`src/rtl/smu_pkg.sv`:
```
`default_nettype none

package smu_pkg;

	localparam int LIST_DEPTH = 32;
	localparam int IDX_W      = (LIST_DEPTH > 1) ? $clog2(LIST_DEPTH) : 1;
	localparam int CNT_W      = $clog2(LIST_DEPTH + 1);
	localparam int VAL_W      = 32;
	localparam int OP_W       = 2;
	localparam int IN_W       = ((OP_W + VAL_W + 7) / 8) * 8;
	localparam int OUT_W      = ((VAL_W + 7) / 8) * 8;

	localparam logic [OP_W-1:0] OP_LOAD_FIRST  = 2'd0;
	localparam logic [OP_W-1:0] OP_LOAD_SECOND = 2'd1;
	localparam logic [OP_W-1:0] OP_MERGE       = 2'd2;

	typedef enum logic [1:0] {
		ST_IDLE  = 2'b01,
		ST_MERGE = 2'b10
	} state_t;

	typedef struct packed {
		logic eq;
		logic lt;
	} cmp_t;

endpackage

`default_nettype wire

```
`src/rtl/smu_list_mem.sv`:
```
`default_nettype none

module smu_list_mem
	import smu_pkg::*;
(
	input  wire logic             clk,
	input  wire logic             wr_en,
	input  wire logic [IDX_W-1:0] wr_addr,
	input  wire logic [VAL_W-1:0] wr_data,
	input  wire logic [IDX_W-1:0] rd_addr,
	output logic      [VAL_W-1:0] rd_data_q
);

	logic [VAL_W-1:0] mem_q [LIST_DEPTH];

	always_ff @(posedge clk) begin
		if (wr_en) begin
			mem_q[wr_addr] <= wr_data;
		end
	end

	// Read every cycle; the registered word tracks the address of the previous cycle.
	always_ff @(posedge clk) begin
		rd_data_q <= mem_q[rd_addr];
	end

endmodule

`default_nettype wire

```
`src/rtl/smu_cmp.sv`:
```
`default_nettype none

module smu_cmp
	import smu_pkg::*;
(
	input  wire logic [VAL_W-1:0] x,
	input  wire logic [VAL_W-1:0] y,
	output cmp_t                  res
);

	// Signed two's complement ordering, exact bit equality.
	always_comb begin
		res.eq = (x == y);
		res.lt = ($signed(x) < $signed(y));
	end

endmodule

`default_nettype wire

```
`src/rtl/sorted_merge_union.sv`:
```
// Channel  | Direction | Ports                             | Contents
// s_axis   | in        | s_tvalid, s_tready, s_tdata[39:0] | op [1:0], value [33:2]
// m_axis   | out       | m_tvalid, m_tready, m_tdata[31:0] | merged_value [31:0]
//          |           | m_tlast                           | last_flag
//
// A load transfer is accepted back to back.
// A merge transfer makes the block busy until every value is emitted; the single shared
// compare unit picks one head per cycle while the output register can take a result.
// The output register frees the sequencer while the last result waits for its transfer.
// A stall on m_tready holds the sequencer in place; nothing is lost or repeated.
// arst_n clears both counts, the sequencer and the output valid; the list stores need no reset.
`default_nettype none

module sorted_merge_union
	import smu_pkg::*;
(
	input  wire logic             clk,
	input  wire logic             arst_n,
	input  wire logic             s_tvalid,
	output logic                  s_tready,
	input  wire logic [IN_W-1:0]  s_tdata,   // op [1:0], value [33:2], zero fill above
	output logic                  m_tvalid,
	input  wire logic             m_tready,
	output logic      [OUT_W-1:0] m_tdata,   // merged_value [31:0]
	output logic                  m_tlast    // last_flag
);

	state_t state_q;
	state_t state_d;

	logic [CNT_W-1:0] cnt1_q, cnt2_q;
	logic [CNT_W-1:0] a_q, b_q, a_d, b_d;

	logic             out_valid_q;
	logic [VAL_W-1:0] out_data_q;
	logic             out_last_q;

	logic [OP_W-1:0]  in_op;
	logic [VAL_W-1:0] in_value;
	logic             in_xfer;
	logic             wr1_en, wr2_en;
	logic             emit;

	logic [VAL_W-1:0] x_rd, y_rd;
	cmp_t             cmp;

	logic             a_rem, b_rem;
	logic [VAL_W-1:0] pick;
	logic             last_d;

	assign in_op    = s_tdata[OP_W-1:0];
	assign in_value = s_tdata[OP_W+VAL_W-1:OP_W];
	assign s_tready = (state_q == ST_IDLE);
	assign in_xfer  = s_tvalid && s_tready;

	assign wr1_en = in_xfer && (in_op == OP_LOAD_FIRST) && (cnt1_q < CNT_W'(LIST_DEPTH));
	assign wr2_en = in_xfer && (in_op == OP_LOAD_SECOND) && (cnt2_q < CNT_W'(LIST_DEPTH));

	// The read address is the head index for the next cycle, so the registered
	// read data always holds the current head.
	smu_list_mem u_mem1 (
		.clk       (clk),
		.wr_en     (wr1_en),
		.wr_addr   (cnt1_q[IDX_W-1:0]),
		.wr_data   (in_value),
		.rd_addr   (a_d[IDX_W-1:0]),
		.rd_data_q (x_rd)
	);

	smu_list_mem u_mem2 (
		.clk       (clk),
		.wr_en     (wr2_en),
		.wr_addr   (cnt2_q[IDX_W-1:0]),
		.wr_data   (in_value),
		.rd_addr   (b_d[IDX_W-1:0]),
		.rd_data_q (y_rd)
	);

	smu_cmp u_cmp (
		.x   (x_rd),
		.y   (y_rd),
		.res (cmp)
	);

	assign a_rem = (a_q < cnt1_q);
	assign b_rem = (b_q < cnt2_q);

	// A new result may enter the output register when it is empty or being drained.
	assign emit = (state_q == ST_MERGE) && (!out_valid_q || m_tready);

	always_comb begin
		state_d = state_q;
		a_d     = a_q;
		b_d     = b_q;
		pick    = x_rd;
		unique case (state_q)
			ST_IDLE: begin
				a_d = '0;
				b_d = '0;
				if (in_xfer && (in_op == OP_MERGE) &&
				    ((cnt1_q != '0) || (cnt2_q != '0))) begin
					state_d = ST_MERGE;
				end
			end
			ST_MERGE: begin
				if (emit) begin
					if (a_rem && b_rem) begin
						if (cmp.eq) begin
							pick = x_rd;
							a_d  = a_q + CNT_W'(1);
							b_d  = b_q + CNT_W'(1);
						end else if (cmp.lt) begin
							pick = x_rd;
							a_d  = a_q + CNT_W'(1);
						end else begin
							pick = y_rd;
							b_d  = b_q + CNT_W'(1);
						end
					end else if (a_rem) begin
						pick = x_rd;
						a_d  = a_q + CNT_W'(1);
					end else begin
						pick = y_rd;
						b_d  = b_q + CNT_W'(1);
					end
				end
			end
			default: begin
				state_d = ST_IDLE;
			end
		endcase
	end

	// Both lists are used up once this pick is made.
	assign last_d = (a_d >= cnt1_q) && (b_d >= cnt2_q);

	always_ff @(posedge clk or negedge arst_n) begin
		if (!arst_n) begin
			state_q     <= ST_IDLE;
			cnt1_q      <= '0;
			cnt2_q      <= '0;
			a_q         <= '0;
			b_q         <= '0;
			out_valid_q <= 1'b0;
		end else begin
			a_q <= a_d;
			b_q <= b_d;
			if (wr1_en) begin
				cnt1_q <= cnt1_q + CNT_W'(1);
			end
			if (wr2_en) begin
				cnt2_q <= cnt2_q + CNT_W'(1);
			end
			if (emit) begin
				out_valid_q <= 1'b1;
			end else if (m_tready) begin
				out_valid_q <= 1'b0;
			end
			if (emit && last_d) begin
				state_q <= ST_IDLE;
				cnt1_q  <= '0;
				cnt2_q  <= '0;
			end else begin
				state_q <= state_d;
			end
		end
	end

	always_ff @(posedge clk) begin
		if (emit) begin
			out_data_q <= pick;
			out_last_q <= last_d;
		end
	end

	assign m_tvalid = out_valid_q;
	assign m_tdata  = OUT_W'(out_data_q);
	assign m_tlast  = out_last_q;

endmodule

`default_nettype wire

```
`config.mk`:
```
export PLATFORM = sky130hd
export DESIGN_NAME = sorted_merge_union
export DESIGN_NICKNAME = d
export VERILOG_FILES = /design/src/rtl/smu_pkg.sv /design/src/rtl/smu_list_mem.sv /design/src/rtl/smu_cmp.sv /design/src/rtl/sorted_merge_union.sv
export SDC_FILE = /design/constraint.sdc
export NUM_CORES = 2
export LEC_CHECK = 0
export ABC_CLOCK_PERIOD_IN_PS = 4500
export BUFFER_PORTS_ARGS = -buffer_cell sky130_fd_sc_hd__buf_4
export CAP_MARGIN = 20
export CORE_MARGIN = 1.5
export CORE_UTILIZATION = 34
export CTS_CLUSTER_DIAMETER = 150
export DETAILED_ROUTE_END_ITERATION = 10
export GPL_TIMING_DRIVEN = 0
export PLACE_DENSITY_LB_ADDON = 0.2
export SLEW_MARGIN = 20
export SYNTH_ARGS = -nofsm -noshare
export SYNTH_HDL_FRONTEND = slang
export SYNTH_SLANG_ARGS = --single-unit
```
`constraint.sdc`:
```
create_clock -name clk -period 4.5 [get_ports clk]
set_clock_uncertainty 0.05 [all_clocks]
set_input_delay 0.9 -clock clk [delete_from_list [all_inputs] [get_ports clk]]
set_output_delay 0.9 -clock clk [all_outputs]
set_load 0.05 [all_outputs]
```
Yosys cells after proc, flatten, opt, wreduce, memory -nomap -nowiden:

Memories as Yosys holds them, arrays and structs flattened. A register that Yosys moved wholly into a read port is not among the register bits.
Cells that the tools add are included.

* flip-flop bits (word level): 60
* RAM bits: 2048
* word-level logic and storage cells: 79
* memories kept: 2

* $add $sub $neg: 4
* $lt $le $gt $ge: 7
* equality and inequality tests: 7
* muxes and demuxes: 30
* reduce and logical (&&, ||, !) cells: 21

Memories
* u_mem1.mem_q: depth 32, bits a word 32, read ports 1, clocked after memory_dff 1, wr ports 1, RTL line smu_list_mem.sv:14 `logic [VAL_W-1:0] mem_q [LIST_DEPTH];`
* u_mem2.mem_q: depth 32, bits a word 32, read ports 1, clocked after memory_dff 1, wr ports 1, RTL line smu_list_mem.sv:14

Operators with widths (number)
* $mux 32: 5
* $mux 6: 14
* $eq 32x32->1: 1
* $lt 32x32->1: 1
* $add 6x1->6 const B: 4
* $pmux 6 s2: 2
* $ge 6x6->1: 2
* $lt 6x6->1: 2
* $lt 6x6->1 const B: 2
* $reduce_bool 6->1: 2
* $logic_and 1x1->1: 11
* $mux 1: 6
* $reduce_bool 2->1: 3
* $eq 2x1->1 const B: 2
* $eq 2x2->1 const B: 2
* $mux 2: 2
* $pmux 2 s2: 1
* $ne 3x1->1 const B: 1
* $logic_not 2->1: 1
* $logic_or 1x1->1: 2
* $ne 2x1->1 const B: 1
* $reduce_and 2->1: 1
* $logic_not 1->1: 1

Longest topological paths before layout:

* depth after elaboration: 11
* mapped depth: 27
* mapped depth without buffers: 23

By module:

Synthesis repeated with hierarchy kept, for this count alone.

* cell total of the unflattened synthesis: 4927
* area, all modules: 85271.8 um2

Modules (own cells, without submodules)
* smu_list_mem: instances 2, cells an instance 2260, area an instance 40485.1 um2
* sorted_merge_union: instances 1, cells an instance 294, area an instance 3480.8 um2
* smu_cmp: instances 1, cells an instance 113, area an instance 820.8 um2

Least setup slack after synthesis:

Ideal clock, no wire load.

* path kind: register to register
* start point: register cnt2_q[3]
* end point: register state_q[0]
* library setup time: 0.075 ns
* arrival time: 4.710 ns
* data required time: 4.375 ns
* setup slack: -0.335 ns
* cell stages (with the launch flop): 27
* period minus slack after synthesis: 4.835 ns
* cells stage by stage: dfrtp_1 -> clkbuf_1 -> clkinv_1 -> ha_1 -> a21oi_1 -> o21ai_0 -> a31oi_1 -> a21boi_0 -> a2111o_1 -> and2_1 -> buf_6 -> inv_6 -> buf_8 -> buf_8 -> buf_6 -> buf_2 -> ha_1 -> a21o_1 -> a21oi_1 -> nor2b_1 -> o21ai_0 -> nand2b_1 -> a21oi_1 -> nor2_1 -> and2_1 -> or2_2 -> mux2i_1

* word-level cells in the longest chain between the ends: 10
* elaborated cells between the ends (all ways): 19

Ends and longest elaborated chain
* start: declaration: RTL line sorted_merge_union.sv:31 `logic [CNT_W-1:0] cnt1_q, cnt2_q;`
* start signal: assignment: RTL line sorted_merge_union.sv:152 `cnt2_q <= cnt2_q + CNT_W'(1);`
* $lt 6x6->1 *: RTL line sorted_merge_union.sv:86 `assign b_rem = (b_q < cnt2_q);`
* $logic_and 1x1->1 *: RTL line sorted_merge_union.sv:107 `if (a_rem && b_rem) begin`
* $mux 6 *: RTL line sorted_merge_union.sv:107
* $mux 6 *: RTL line sorted_merge_union.sv:106 `if (emit) begin`
* $pmux 6 s2 *: RTL line sorted_merge_union.sv:96 `unique case (state_q)`
* named net a_d[1]: RTL line sorted_merge_union.sv:32 `logic [CNT_W-1:0] a_q, b_q, a_d, b_d;`
* $ge 6x6->1 *: RTL line sorted_merge_union.sv:135 `assign last_d = (a_d >= cnt1_q) && (b_d >= cnt2_q);`
* $logic_and 1x1->1 *: RTL line sorted_merge_union.sv:135
* named net last_d: RTL line sorted_merge_union.sv:49 `logic last_d;`
* $logic_and 1x1->1 *: RTL line sorted_merge_union.sv:159 `if (emit && last_d) begin`
* $ne 3x1->1 (no line) or $ne 2x1->1 (tied branches)
* $reduce_and 2->1 (no line)
* end signal: assignment: RTL line sorted_merge_union.sv:164 `state_q <= state_d;`
* end: declaration: RTL line sorted_merge_union.sv:28 `state_t state_q;`

The timed path passes the listed nets; every way through them passes the cells marked *.
A chain may end at the register's enable or synchronous reset.

Worst setup path after layout:

* start point: register u_mem2.rd_data_q[30], read port of u_mem2.mem_q
* end point: register u_mem1.rd_data_q[13], read port of u_mem1.mem_q

* word-level cells in the longest chain between the ends: 6
* elaborated cells between the ends (all ways): 7

Ends and longest elaborated chain
* start: declaration: RTL line smu_list_mem.sv:11 `output logic [VAL_W-1:0] rd_data_q`
* $lt 32x32->1: RTL line smu_cmp.sv:14 `res.lt = ($signed(x) < $signed(y));`
* $mux 6: RTL line sorted_merge_union.sv:112 `end else if (cmp.lt) begin`
* $mux 6 *: RTL line sorted_merge_union.sv:108 `if (cmp.eq) begin`
* $mux 6 *: RTL line sorted_merge_union.sv:107
* $mux 6 *: RTL line sorted_merge_union.sv:106
* $pmux 6 s2 *: RTL line sorted_merge_union.sv:96
* end: declaration: RTL line smu_list_mem.sv:11

Every way passes the cells marked *; elsewhere a longest branch is shown, timed or not.

==> summary.txt <==
status: finished, violations left
violated checks: negative setup slack
CORE AREA: 256000 sq um
Peak VDD IR: 366 uV
unrepaired setup endpoints after global routing: true
Worst-Margin Slew: 1150 ps
worst hold path endpoint: m_tvalid
FP Rows: 186
DRT antenna net count: 0
CTS tree: built
R2R Path End: u_mem1.rd_data_q[13]
area delta synth->final: 21.3%
sequential fraction of the synthesis area: 73.6%
critical path type: flip-flop to flip-flop
clk buf depth: 3
Clk pin slew, worst setup/hold paths: 60 ps
Worst R2R Path Depth: 19
Util after Layout: 41.4%
die width: 511 um
DR WL/cell: 28.9 um
min-delay src: m_tready
cells after synthesis: 5624
top post-synthesis cells by area: edfxtp_1 71%, mux2i_1 8.0%, nand2_1 2.5%
area of the mapped netlist: 87600 sq um
Post-synth EDFFs: 2081
IO Count: 79
Layout Cell Area excl Fill: 106000 sq um
Syn. warnings: 0
Die Y: 511 um
multiplexer area fraction after synthesis: 8.86%
Compound-Gate Fraction of Synth Area: 8.05%
Setup violations, final: 71
vias in the first global route: 50104
Synth cell types: 76
Initial Util: 34.1%
setup tns final: -16590 ps
largest family of logic cells by synthesized area: multiplexers
total track usage: 21.0%
fin worst setup slack: -608 ps
timing startpoint of the critical path: u_mem2.rd_data_q[30]
FF-to-FF setup slack: -610 ps
first-pass GRT wire length: 385000 um
Crit Path Max Fanout: 7
P per Cell Area: 480 nW/um^2
total vias in the final route: 52185
vias per std cell: 5.38
drt total wl: 280000 um
drt drc: 0
Synth Area in Adders: 0.957%
Slew HR: 23.4%
reg-to-reg startpoint: u_mem2.rd_data_q[30]
Post-DP Area: 94500 sq um
clock tree root driver cell: clkbuf_16
Final Cycle Share: 114%
startpoint types: flip-flop
DRT Pass-1 Iters: 8
Max-Cap Viols: 0
worst skew pair latency: 890 ps
fmax: 0.196 GHz
share of cells above drive strength 1: 21.5%
Max Slew Vio Count: 0
Layout Nets: 6228
hold violation count in the final report: 0
worst min path class: primary input to flip-flop
Overflow after GRT: 0
CTS Buf Count: 220
HPWL after DPL: 185000 um
Worst Hold Depth: 3
Pwr Total: 51.0 mW
pre-CTS setup slack: -2520 ps
leading area contributor after synthesis: edfxtp_1
WP data required: 5150 ps
Crit. End Element: flip-flop
minimum clock period: 5110 ps
PortBufs: 72
Static Leakage: 34.4 nW
Post-synth ARST share: 1.24%
Top FF cell, synth: edfxtp_1
Max H-tree Level: 4
drt first-iter violations: 5296
top-area cell type share of the netlist area: 71.4%
xor/xnor cell area share of the yosys netlist: 0.0600%
Final GP Congestion: 0.886
largest net degree at the start of global routing: 65
Avg Inst Size Synth: 15.6 sq um
syn_nets: 5735
Die ar.: 261000 sq um
post-synthesis simple-gate area fraction: 5.67%
Yosys reg bits: 2172
Worst Path Arrival: 5760 ps
clock sinks: 2172
antenna violations before repair: 23
worst max-delay path by stage:
stage | endpoint | slack, ps | depth (start not counted)
floorplan | u_mem2.mem_q[15][0] | -290 | 5
global placement | u_mem2.mem_q[15][8] | -2730 | 5
detailed placement | state_q[0] | -2520 | 25
CTS | u_mem1.rd_data_q[13] | -510 | 19
global route | u_mem1.rd_data_q[13] | -730 | 15
finish | u_mem1.rd_data_q[13] | -610 | 19
routing by layer:
layer	routed length, um	global-route usage [%]	up-vias
li1	-	-	22992
met1	119000	28.7	27107
met2	134000	34.2	1739
met3	18700	3.64	345
met4	8130	6.05	2
met5	10	0	-
critical path, stage by stage, from the launching register on:
cell,delay (ps)
dfxtp_4,370
inv_4,50
ha_4,260
nand4_1,180
nor3_4,320
and3_4,310
o31ai_4,150
and4_4,250
a2111o_2,530
and2_4,240
inv_8,90
buf_12,110
buf_12,160
buf_12,130
buf_8,130
buf_12,140
nand2_4,50
nand3_2,60
nand4_1,640
o211ai_1,640
metrics by stage:
| stage | hold WS [ps] | instances |
|---|---|---|
| after floorplan | 433 | 5624 |
| after global placement | 467 | 9080 |
| after detailed placement | 474 | 9158 |
| after CTS | 428 | 9622 |
| after global routing | 502 | 9685 |
| final | 483 | 9692 |
sequential cells by signal, indices dropped and copies added, names as in the netlist, 2 cells and up:
name              count
a_q                   6
b_q                   6
cnt1_q                6
cnt2_q                6
m_tdata              32
state_q               2
u_mem1.mem_q       1024
u_mem1.rd_data_q     32
u_mem2.mem_q       1024
u_mem2.rd_data_q     32
Yosys cell counts (all sizes together) (3+ instances only):
cell type	count
a2111o	4
a2111oi	30
a211oi	138
a21boi	37
a21o	6
a21oi	121
a221o	3
a221oi	35
a22oi	33
a31oi	63
and2	5
and3	70
buf	152
clkbuf	219
dfrtp	26
dfxtp	64
edfxtp	2081
ha	67
inv	186
mux2	61
mux2i	700
mux4	3
nand2	576
nand2b	15
nand3	215
nand4	70
nor2	107
nor2b	4
nor3	38
nor4	3
o2111ai	131
o211a	8
o211ai	167
o21a	4
o21ai	89
o221a	60
xnor2	6
placed cells by master (no fill, tap or decap), types with 49 or more instances in the layout:
cell type / synthesis / layout
mux2_2: 61 / 49
a21oi_2: 0 / 51
buf_6: 13 / 53
o211ai_1: 167 / 167
clkbuf_1: 218 / 162
a21oi_1: 121 / 65
a211oi_2: 1 / 63
dfxtp_1: 64 / 60
edfxtp_1: 2081 / 2081
buf_12: 1 / 90
mux2i_1: 700 / 675
nand2_1: 576 / 559
nor2_4: 1 / 81
nand4_1: 70 / 70
nand3_1: 215 / 199
ha_1: 67 / 59
clkbuf_16: 0 / 230
o2111ai_1: 130 / 129
inv_1: 179 / 172
a31oi_1: 63 / 51
buf_4: 20 / 206
clkbuf_2: 0 / 63
and3_1: 70 / 68
kinds of logic (layout without fill, tap and decap cells):
family	count (synthesis)	count (layout)
compound gates	945	945
xor+xnor	6	6
fa+ha+maj	67	67
buf+inv	558	1233
flops	2172	2172
mux	764	764
other cells	0	9
simple gates	1112	1112
where the power goes:
| group | switching (mW) | internal, mW |
|---|---|---|
| clock network | 7.81 | 9.97 |
| logic | 6.58 | 3.47 |
| registers | 0.396 | 22.7 |
| total | 14.8 | 36.2 |
layout make-up:
class | instances | area [sq um]
Multi-Input combinational cell | 2894 | 23600
Clock buffer | 302 | 6030
Tap cell | 3384 | 4230
Buffer | 359 | 2820
Inverter | 187 | 732
Clock inverter | 102 | 863
Fill cell | 23167 | 150000
Timing Repair Buffer | 283 | 3520
Antenna cell | 9 | 22.5
Sequential cell | 2172 | 64500
repair_timing:
action                                 CTS  global route
hold buffers                             1             0
gates cloned                             1             9
setup endpoints to repair               88            79
pin swaps                               94           108
setup buffers                           64            66
gates resized for setup                603           475
endpoints found under the hold margin   26             0
No activity file was read; power rests on OpenSTA's default activity.
